==> src/rtl/msts_pkg.sv <==
`timescale 1ns / 1ps
`default_nettype none

package msts_pkg;

   typedef enum logic [3:0] {
      PH_IDLE        = 4'd0,
      PH_MEM_START   = 4'd1,
      PH_ST_DELAY    = 4'd2,
      PH_ST_WAIT     = 4'd3,
      PH_ST_ACTIVE   = 4'd4,
      PH_HID_DELAY   = 4'd5,
      PH_HID_WAIT    = 4'd6,
      PH_HID_ACTIVE  = 4'd7,
      PH_MEM_TIMEOUT = 4'd8
   } phase_type;

   localparam logic [1:0] KIND_STEP      = 2'd0;
   localparam logic [1:0] KIND_START_MEM = 2'd1;
   localparam logic [1:0] KIND_START_HID = 2'd2;

   localparam logic [1:0] CSR_MEMORY_TIMEOUT = 2'd0;
   localparam logic [1:0] CSR_USB_DELAY      = 2'd1;
   localparam logic [1:0] CSR_STATUS_TIMEOUT = 2'd2;

   localparam logic [15:0] MEMORY_TIMEOUT_RESET = 16'd2000;
   localparam logic [15:0] USB_DELAY_RESET      = 16'd100;
   localparam logic [15:0] STATUS_TIMEOUT_RESET = 16'd2000;

   typedef struct packed {
      logic [15:0] memory_timeout_ms;
      logic [15:0] usb_delay_ms;
      logic [15:0] status_timeout_ms;
   } cfg_type;

   typedef struct packed {
      phase_type   phase;
      logic [31:0] memory_deadline;
      logic [31:0] usb_deadline;
      logic [31:0] transport_deadline;
   } seq_state_type;

   typedef struct packed {
      logic      start_accepted;
      logic      enable_usb;
      logic      fallback_native;
      logic      display_error;
      logic      reset_memory;
      phase_type phase_now;
      logic      memory_busy;
      logic      hid_busy;
   } result_type;

endpackage

`default_nettype wire

==> src/rtl/mode_startup_timeout_sequencer_top.sv <==
`timescale 1ns / 1ps
`default_nettype none

// a word accepted on req passes through the input register and then the result register to rsp
// throughput: one word per cycle while rsp_ready is high; req_ready drops only while both registers hold unread words
// the phase update and three 32-bit wrap-safe compares sit in one stage between those registers
// reset: synchronous, clears the valid flags of both registers, returns to idle with all deadlines zero
// and loads the default delays into the configuration registers

module mode_startup_timeout_sequencer_top (
   input  wire logic        clock,
   input  wire logic        reset,
   input  wire logic        req_valid,
   output logic             req_ready,
   input  wire logic [1:0]  req_kind,
   input  wire logic [31:0] req_now_ms,
   input  wire logic        req_memory_complete,
   input  wire logic        req_mode_ok,
   input  wire logic        req_link_active,
   output logic             rsp_valid,
   input  wire logic        rsp_ready,
   output logic             rsp_start_accepted,
   output logic             rsp_enable_usb,
   output logic             rsp_fallback_native,
   output logic             rsp_display_error,
   output logic             rsp_reset_memory,
   output logic [3:0]       rsp_phase_now,
   output logic             rsp_memory_busy,
   output logic             rsp_hid_busy,
   input  wire logic        csr_wr_en,
   input  wire logic [1:0]  csr_index,
   input  wire logic [15:0] csr_wdata
);

   logic                     in_valid_ff;
   logic [1:0]               kind_ff;
   logic [31:0]              now_ff;
   logic                     done_ff;
   logic                     mode_ff;
   logic                     link_ff;
   msts_pkg::cfg_type        cfg_ff;
   msts_pkg::seq_state_type  state_ff;
   msts_pkg::seq_state_type  state_in;
   msts_pkg::result_type     rsp_ff;
   msts_pkg::result_type     rsp_in;
   logic                     rsp_valid_ff;
   logic                     out_free;
   logic                     fire;

   assign out_free  = ~rsp_valid_ff | rsp_ready;
   assign fire      = in_valid_ff & out_free;
   assign req_ready = ~in_valid_ff | out_free;

   always_ff @(posedge clock) begin
      if (reset) begin
         in_valid_ff <= 1'b0;
      end else if (req_ready) begin
         in_valid_ff <= req_valid;
      end
   end

   always_ff @(posedge clock) begin
      if (req_ready && req_valid) begin
         kind_ff <= req_kind;
         now_ff  <= req_now_ms;
         done_ff <= req_memory_complete;
         mode_ff <= req_mode_ok;
         link_ff <= req_link_active;
      end
   end

   always_ff @(posedge clock) begin
      if (reset) begin
         cfg_ff.memory_timeout_ms <= msts_pkg::MEMORY_TIMEOUT_RESET;
         cfg_ff.usb_delay_ms      <= msts_pkg::USB_DELAY_RESET;
         cfg_ff.status_timeout_ms <= msts_pkg::STATUS_TIMEOUT_RESET;
      end else if (csr_wr_en) begin
         case (csr_index)
            msts_pkg::CSR_MEMORY_TIMEOUT: cfg_ff.memory_timeout_ms <= csr_wdata;
            msts_pkg::CSR_USB_DELAY:      cfg_ff.usb_delay_ms      <= csr_wdata;
            msts_pkg::CSR_STATUS_TIMEOUT: cfg_ff.status_timeout_ms <= csr_wdata;
            default: begin
               cfg_ff <= cfg_ff;
            end
         endcase
      end
   end

   msts_step u_step (
      .cur             (state_ff),
      .cfg             (cfg_ff),
      .kind            (kind_ff),
      .now_ms          (now_ff),
      .memory_complete (done_ff),
      .mode_ok         (mode_ff),
      .link_active     (link_ff),
      .nxt             (state_in),
      .res             (rsp_in)
   );

   always_ff @(posedge clock) begin
      if (reset) begin
         state_ff.phase              <= msts_pkg::PH_IDLE;
         state_ff.memory_deadline    <= '0;
         state_ff.usb_deadline       <= '0;
         state_ff.transport_deadline <= '0;
      end else if (fire) begin
         state_ff <= state_in;
      end
   end

   always_ff @(posedge clock) begin
      if (reset) begin
         rsp_valid_ff <= 1'b0;
      end else if (out_free) begin
         rsp_valid_ff <= in_valid_ff;
      end
   end

   always_ff @(posedge clock) begin
      if (fire) begin
         rsp_ff <= rsp_in;
      end
   end

   assign rsp_valid           = rsp_valid_ff;
   assign rsp_start_accepted  = rsp_ff.start_accepted;
   assign rsp_enable_usb      = rsp_ff.enable_usb;
   assign rsp_fallback_native = rsp_ff.fallback_native;
   assign rsp_display_error   = rsp_ff.display_error;
   assign rsp_reset_memory    = rsp_ff.reset_memory;
   assign rsp_phase_now       = rsp_ff.phase_now;
   assign rsp_memory_busy     = rsp_ff.memory_busy;
   assign rsp_hid_busy        = rsp_ff.hid_busy;

   // the sequencer only moves when a word passes into the result register
   a_phase_holds: assert property (@(posedge clock) disable iff (reset)
      (!reset && !fire) |=> $stable(state_ff))
      else $error("sequencer state changed without a word");

   a_start_phase: assert property (@(posedge clock) disable iff (reset)
      (rsp_valid && rsp_start_accepted) |->
         (rsp_phase_now == msts_pkg::PH_MEM_START || rsp_phase_now == msts_pkg::PH_HID_DELAY))
      else $error("accepted start left sequencer in wrong phase");

   a_usb_phase: assert property (@(posedge clock) disable iff (reset)
      (rsp_valid && rsp_enable_usb) |->
         (rsp_phase_now == msts_pkg::PH_ST_WAIT || rsp_phase_now == msts_pkg::PH_HID_WAIT))
      else $error("usb enable outside a wait phase");

   a_error_phase: assert property (@(posedge clock) disable iff (reset)
      (rsp_valid && rsp_display_error) |->
         (rsp_phase_now == msts_pkg::PH_MEM_TIMEOUT && rsp_reset_memory))
      else $error("error display without memory timeout");

   a_busy_excl: assert property (@(posedge clock) disable iff (reset)
      rsp_valid |-> !(rsp_memory_busy && rsp_hid_busy))
      else $error("memory and hid paths both busy");

endmodule

`default_nettype wire

==> src/rtl/msts_step.sv <==
`timescale 1ns / 1ps
`default_nettype none

module msts_step (
   input  wire msts_pkg::seq_state_type cur,
   input  wire msts_pkg::cfg_type       cfg,
   input  wire logic [1:0]              kind,
   input  wire logic [31:0]             now_ms,
   input  wire logic                    memory_complete,
   input  wire logic                    mode_ok,
   input  wire logic                    link_active,
   output msts_pkg::seq_state_type      nxt,
   output msts_pkg::result_type         res
);

   logic        link_ok;
   logic [31:0] usb_diff;
   logic [31:0] trans_diff;
   logic [31:0] mem_diff;
   logic        usb_past;
   logic        trans_past;
   logic        mem_reached;
   logic [31:0] trans_arm;
   logic        is_start;

   assign link_ok     = mode_ok & link_active;
   // wrap-safe compares: sign of the 32-bit difference
   assign usb_diff    = now_ms - cur.usb_deadline - 32'd1;
   assign trans_diff  = now_ms - cur.transport_deadline - 32'd1;
   assign mem_diff    = now_ms - cur.memory_deadline;
   assign usb_past    = ~usb_diff[31];
   assign trans_past  = ~trans_diff[31];
   assign mem_reached = ~mem_diff[31];
   assign trans_arm   = now_ms + {16'd0, cfg.status_timeout_ms};
   assign is_start    = (kind == msts_pkg::KIND_START_MEM) || (kind == msts_pkg::KIND_START_HID);

   // next state
   always_comb begin
      nxt = cur;
      if (kind == msts_pkg::KIND_STEP) begin
         case (cur.phase)
            msts_pkg::PH_MEM_START: begin
               if (memory_complete) begin
                  if (usb_past) begin
                     nxt.phase              = msts_pkg::PH_ST_WAIT;
                     nxt.transport_deadline = trans_arm;
                  end else begin
                     nxt.phase = msts_pkg::PH_ST_DELAY;
                  end
               end else if (!link_ok) begin
                  nxt.phase = msts_pkg::PH_IDLE;
               end else if (mem_reached) begin
                  nxt.phase              = msts_pkg::PH_MEM_TIMEOUT;
                  nxt.transport_deadline = trans_arm;
               end
            end
            msts_pkg::PH_ST_DELAY: begin
               if (usb_past) begin
                  nxt.phase              = msts_pkg::PH_ST_WAIT;
                  nxt.transport_deadline = trans_arm;
               end
            end
            msts_pkg::PH_HID_DELAY: begin
               if (usb_past) begin
                  nxt.phase              = msts_pkg::PH_HID_WAIT;
                  nxt.transport_deadline = trans_arm;
               end
            end
            msts_pkg::PH_ST_WAIT: begin
               if (trans_past) nxt.phase = msts_pkg::PH_ST_ACTIVE;
            end
            msts_pkg::PH_HID_WAIT: begin
               if (trans_past) nxt.phase = msts_pkg::PH_HID_ACTIVE;
            end
            msts_pkg::PH_ST_ACTIVE, msts_pkg::PH_HID_ACTIVE: begin
               if (!link_ok) nxt.phase = msts_pkg::PH_IDLE;
            end
            msts_pkg::PH_MEM_TIMEOUT: begin
               if (trans_past) nxt.phase = msts_pkg::PH_IDLE;
            end
            default: begin
               nxt = cur;
            end
         endcase
      end else if (is_start && (cur.phase == msts_pkg::PH_IDLE)) begin
         nxt.usb_deadline = now_ms + {16'd0, cfg.usb_delay_ms};
         if (kind == msts_pkg::KIND_START_MEM) begin
            nxt.memory_deadline = now_ms + {16'd0, cfg.memory_timeout_ms};
            nxt.phase           = msts_pkg::PH_MEM_START;
         end else begin
            nxt.phase = msts_pkg::PH_HID_DELAY;
         end
      end
   end

   // actions and status
   always_comb begin
      res                 = '0;
      res.start_accepted  = is_start && (cur.phase == msts_pkg::PH_IDLE);
      if (kind == msts_pkg::KIND_STEP) begin
         case (cur.phase)
            msts_pkg::PH_MEM_START: begin
               if (memory_complete) begin
                  res.enable_usb = usb_past;
               end else if (!link_ok) begin
                  res.fallback_native = 1'b1;
               end else if (mem_reached) begin
                  res.display_error = 1'b1;
                  res.reset_memory  = 1'b1;
               end
            end
            msts_pkg::PH_ST_DELAY, msts_pkg::PH_HID_DELAY: begin
               res.enable_usb = usb_past;
            end
            msts_pkg::PH_ST_ACTIVE, msts_pkg::PH_HID_ACTIVE: begin
               res.fallback_native = ~link_ok;
            end
            msts_pkg::PH_MEM_TIMEOUT: begin
               res.fallback_native = trans_past;
               res.reset_memory    = trans_past;
            end
            default: begin
               res.enable_usb = 1'b0;
            end
         endcase
      end
      res.phase_now   = nxt.phase;
      res.memory_busy = (nxt.phase == msts_pkg::PH_MEM_START) ||
                        (nxt.phase == msts_pkg::PH_MEM_TIMEOUT);
      res.hid_busy    = (nxt.phase == msts_pkg::PH_HID_DELAY) ||
                        (nxt.phase == msts_pkg::PH_HID_WAIT) ||
                        (nxt.phase == msts_pkg::PH_HID_ACTIVE);
   end

endmodule

`default_nettype wire
==> config.mk <==
export PLATFORM = sky130hd
export DESIGN_NAME = mode_startup_timeout_sequencer_top
export DESIGN_NICKNAME = d
export VERILOG_FILES = /design/src/rtl/msts_pkg.sv /design/src/rtl/mode_startup_timeout_sequencer_top.sv /design/src/rtl/msts_step.sv
export SDC_FILE = /design/constraint.sdc
export NUM_CORES = 1
export LEC_CHECK = 0
export BUFFER_PORTS_ARGS = -buffer_cell sky130_fd_sc_hd__buf_2
export CAP_MARGIN = 20
export CORE_ASPECT_RATIO = 0.5
export CORE_MARGIN = 2
export CORE_UTILIZATION = 62
export CTS_CLUSTER_DIAMETER = 150
export DETAILED_ROUTE_END_ITERATION = 10
export PLACE_DENSITY = 0.89
export SYNTH_ARGS = -nofsm -noshare
export SYNTH_HDL_FRONTEND = slang
export SYNTH_SLANG_ARGS = --single-unit
==> constraint.sdc <==
create_clock -name clock -period 3.3 [get_ports clock]
set_input_delay 0.33 -clock clock [delete_from_list [all_inputs] [get_ports clock]]
set_output_delay 0.33 -clock clock [all_outputs]
set_load 0.005 [all_outputs]
==> run metrics <==
top cells by area, synth dfxtp_1 24%, ha_1 14%, edfxtp_1 12%; P_int 0.00423 W; post-synthesis cell count 1500; sequential fraction of the synthesis area 35.6%; Post-DRT Antenna Nets 0; violations in the final reports setup timing; WP data required 3620 ps; Yosys top cell by area dfxtp_1; hold_sp req_now_ms[9]; global-route wire length before repair 55.7 mm; pwr dens 416 nW/um^2; ANT cells 0; global route total overflow 0; status finished, violations left; post-layout util 74.0%; combinational share of power between 10% and 20%; post-synthesis mux area share 1.37%; Hold WC Path Type input pin to flip-flop; Max-slew headroom a little over a quarter; I/O pin count 73; Die ar. 21400 um^2; Syn Area/Cell approximately 8.3 um^2; CP top delay family simple AND/OR/NAND/NOR gates; YS warnings 0; IO Port Bufs 72; fmax 299 MHz; Post-synth EDFFs 48; Clk Latency, worst-skew pair 470 ps; drc violations 0; Mapped Nets 1703; largest net degree at the start of global routing 64; layout cells sized above 1 15.2%; complex-gate fraction of the synthesized area 18.6%; total wire length 36.6 mm; DP Area approximately 13000 um^2; clock buffer depth 2; simple-gate share of the synthesized area 18.6%; Worst R2R Start now_ff[30]$_DFFE_PP_; routability cong. 0.956; fin worst setup slack -40.1 ps; Sw Share around 30%; WP buf/inv 1; Mapped Area 12500 um^2; post-DP HPWL about 26 mm; largest family of logic cells by synthesized area simple AND/OR/NAND/NOR gates; DR pass1 iterations 6; Syn-to-layout area delta 16.2%; RSZ-0062 raised after global routing true; register bit count reported by yosys 198; CP Capture Type flip-flop; switching power around 0.0018 W; die height about 100 um; CP Class flip-flop to flip-flop; worst path cell trace buf_6, ha_4, nand4_1, or4_4, a2111oi_4, o21ai_2, a41oi_4, a31oi_4, or3_1, o21ai_1; XOR/XNOR Fraction of Synth Area 5.12%; most frequent cell after synthesis nand2_1; Core Rows 36; CP peak stage delay 620 ps; Final Cycle Share 101%; distinct cell type count after synthesis 80; Vias/cell approximately 6.2; root buffer cell clkbuf_16; final worst path period need 3340 ps; post-route cell area 14500 um^2; final setup TNS -93.9 ps; Async SR Flop Fraction 0%; final setup violation count 3; share of Yosys cell area claimed by the top area cell type 24.1%; Final Max Slew Viols 0; Clock Power Share 37.1%; adder-cell area share of the yosys netlist 14.5%; GRT Total Usage between 30% and 40%; Via Count 11700; MaxCap Viol Count 0; Core Area 19600 um^2; slowest cell on the critical path or4_4; CTS tree done; leak pwr 5.56 nW; clock sinks between 150 and 200; Critical Path Fanout Max 6; fin cells 1895; Post-Place Cells between 1500 and 2000; Die Wd between 200 and 250 um; vias in the first global route 11200; Starting Density between 60% and 70%; Reg clk slew, reported paths 80 ps; CTS buffer count 17; Final Hold Fails 0; htree depth 4; Seq pwr share 43.9%; worst slew pin tran 1100 ps; CP arrival 3660 ps; Main synth FF type dfxtp_1; initial antenna violation count 0; Post-synth top cells 218 x nand2_1, 162 x a21oi_1, 150 x dfxtp_1, 140 x ha_1, 128 x inv_1; Peak VDD IR roughly 0.00032 V; Initial DRC Count 1263; final net count 1819; CP startpoint kind flip-flop; crit path launch now_ff[30]$_DFFE_PP_; Wirelength per Cell about 19 um; Final Skew 12.1 ps
## path summary, 6_finish.rpt
check / to / slack (ps) / depth (start not counted)
setup / recovery: rsp_hid_busy$_DFFE_PP_ / -40 / 10
hold / removal: now_ff[9]$_DFFE_PP_ / 30 / 1
setup reg to reg: rsp_hid_busy$_DFFE_PP_ / -40 / 10
hold reg to reg: state_ff[78]$_SDFFE_PP0P_ / 460 / 2
## cell type report
| class | instances | area [um^2] |
|---|---|---|
| Inverter | 129 | 484 |
| Multi-Input combinational cell | 1106 | 7530 |
| Tap cell | 266 | 333 |
| Clock inverter | 14 | 180 |
| Sequential cell | 198 | 4440 |
| Timing Repair Buffer | 164 | 1080 |
| Clock buffer | 18 | 439 |
| Fill cell | 1387 | 5100 |
## flip-flops by register name, indices dropped and copies added, names as in the netlist, 2 cells and up
register and count:
rsp_phase_now 4, now_ff 32, kind_ff 2, cfg_ff 48
state_ff 100
## per-layer routing
layer	part of all wire, %	up-vias	track usage [%]
li1	-	5501	-
met1	42	5507	43.3
met2	47	579	54.3
met3	8.4	99	7.24
met4	3.0	0	13.3
met5	0	-	0
## power by group through the flow
| stage | Sequential, W | Clock [W] | Combinational, W |
|---|---|---|---|
| 2_1_floorplan | 0.00268 | 0 | 0.000701 |
| 3_3_place_gp | 0.00270 | 0 | 0.000996 |
| 3_5_place_dp | 0.00271 | 0 | 0.00104 |
| 4_1_cts | 0.00265 | 0.00224 | 0.00105 |
| 5_1_grt | 0.00266 | 0.00235 | 0.00125 |
| 6_report | 0.00265 | 0.00224 | 0.00115 |
## per-stage QoR
| stage | hold slack [ps] | setup slack, ps | power [W] |
|---|---|---|---|
| after CTS | 19.8 | 6.16 | 0.00594 |
| after global routing | 19.1 | -120 | 0.00626 |
| after global placement | 438 | -457 | 0.00370 |
| after floorplan | 429 | 394 | 0.00339 |
| final | 30.3 | -40.1 | 0.00604 |
| after detailed placement | 444 | -390 | 0.00374 |
## worst reg2reg max path, cell delays in order (launching register included)
cell       delay [ps]
edfxtp_1          460
buf_6             170
ha_4              270
nand4_1           190
or4_4             620
a2111oi_4         470
o21ai_2           160
a41oi_4           260
a31oi_4            80
or3_1             380
o21ai_1           120
## cells in the final DEF, fill, tap and decap left out, types with 46 or more instances in the layout
cell type | netlist | routed
o21ai_0 | 46 | 46
xnor2_1 | 51 | 50
buf_4 | 4 | 87
dfxtp_1 | 150 | 150
ha_1 | 140 | 135
nand2_1 | 218 | 217
buf_2 | 13 | 71
edfxtp_1 | 48 | 48
a21oi_1 | 162 | 159
nor2_1 | 105 | 103
inv_1 | 128 | 128
nand3_1 | 51 | 50
## cell families (layout without fill, tap and decap cells)
logic type               after synthesis  after routing
AND/OR/NAND/NOR                      507            507
AO/OA/AOI/OAI                        366            366
flip-flops                           198            198
buffers and inverters                196            325
adder cells (fa/ha/maj)              143            143
XOR/XNOR                              73             73
multiplexers                          17             17
## timing repair
item / CTS / global route
pin swaps: 3 / 23
hold buffers: 0 / 0
endpoints found under the setup margin: 38 / 53
resized for setup: 7 / 34
buffers inserted: 4 / 23
endpoints found under the hold margin: 0 / 0
Power figures use the tool's default switching activity.
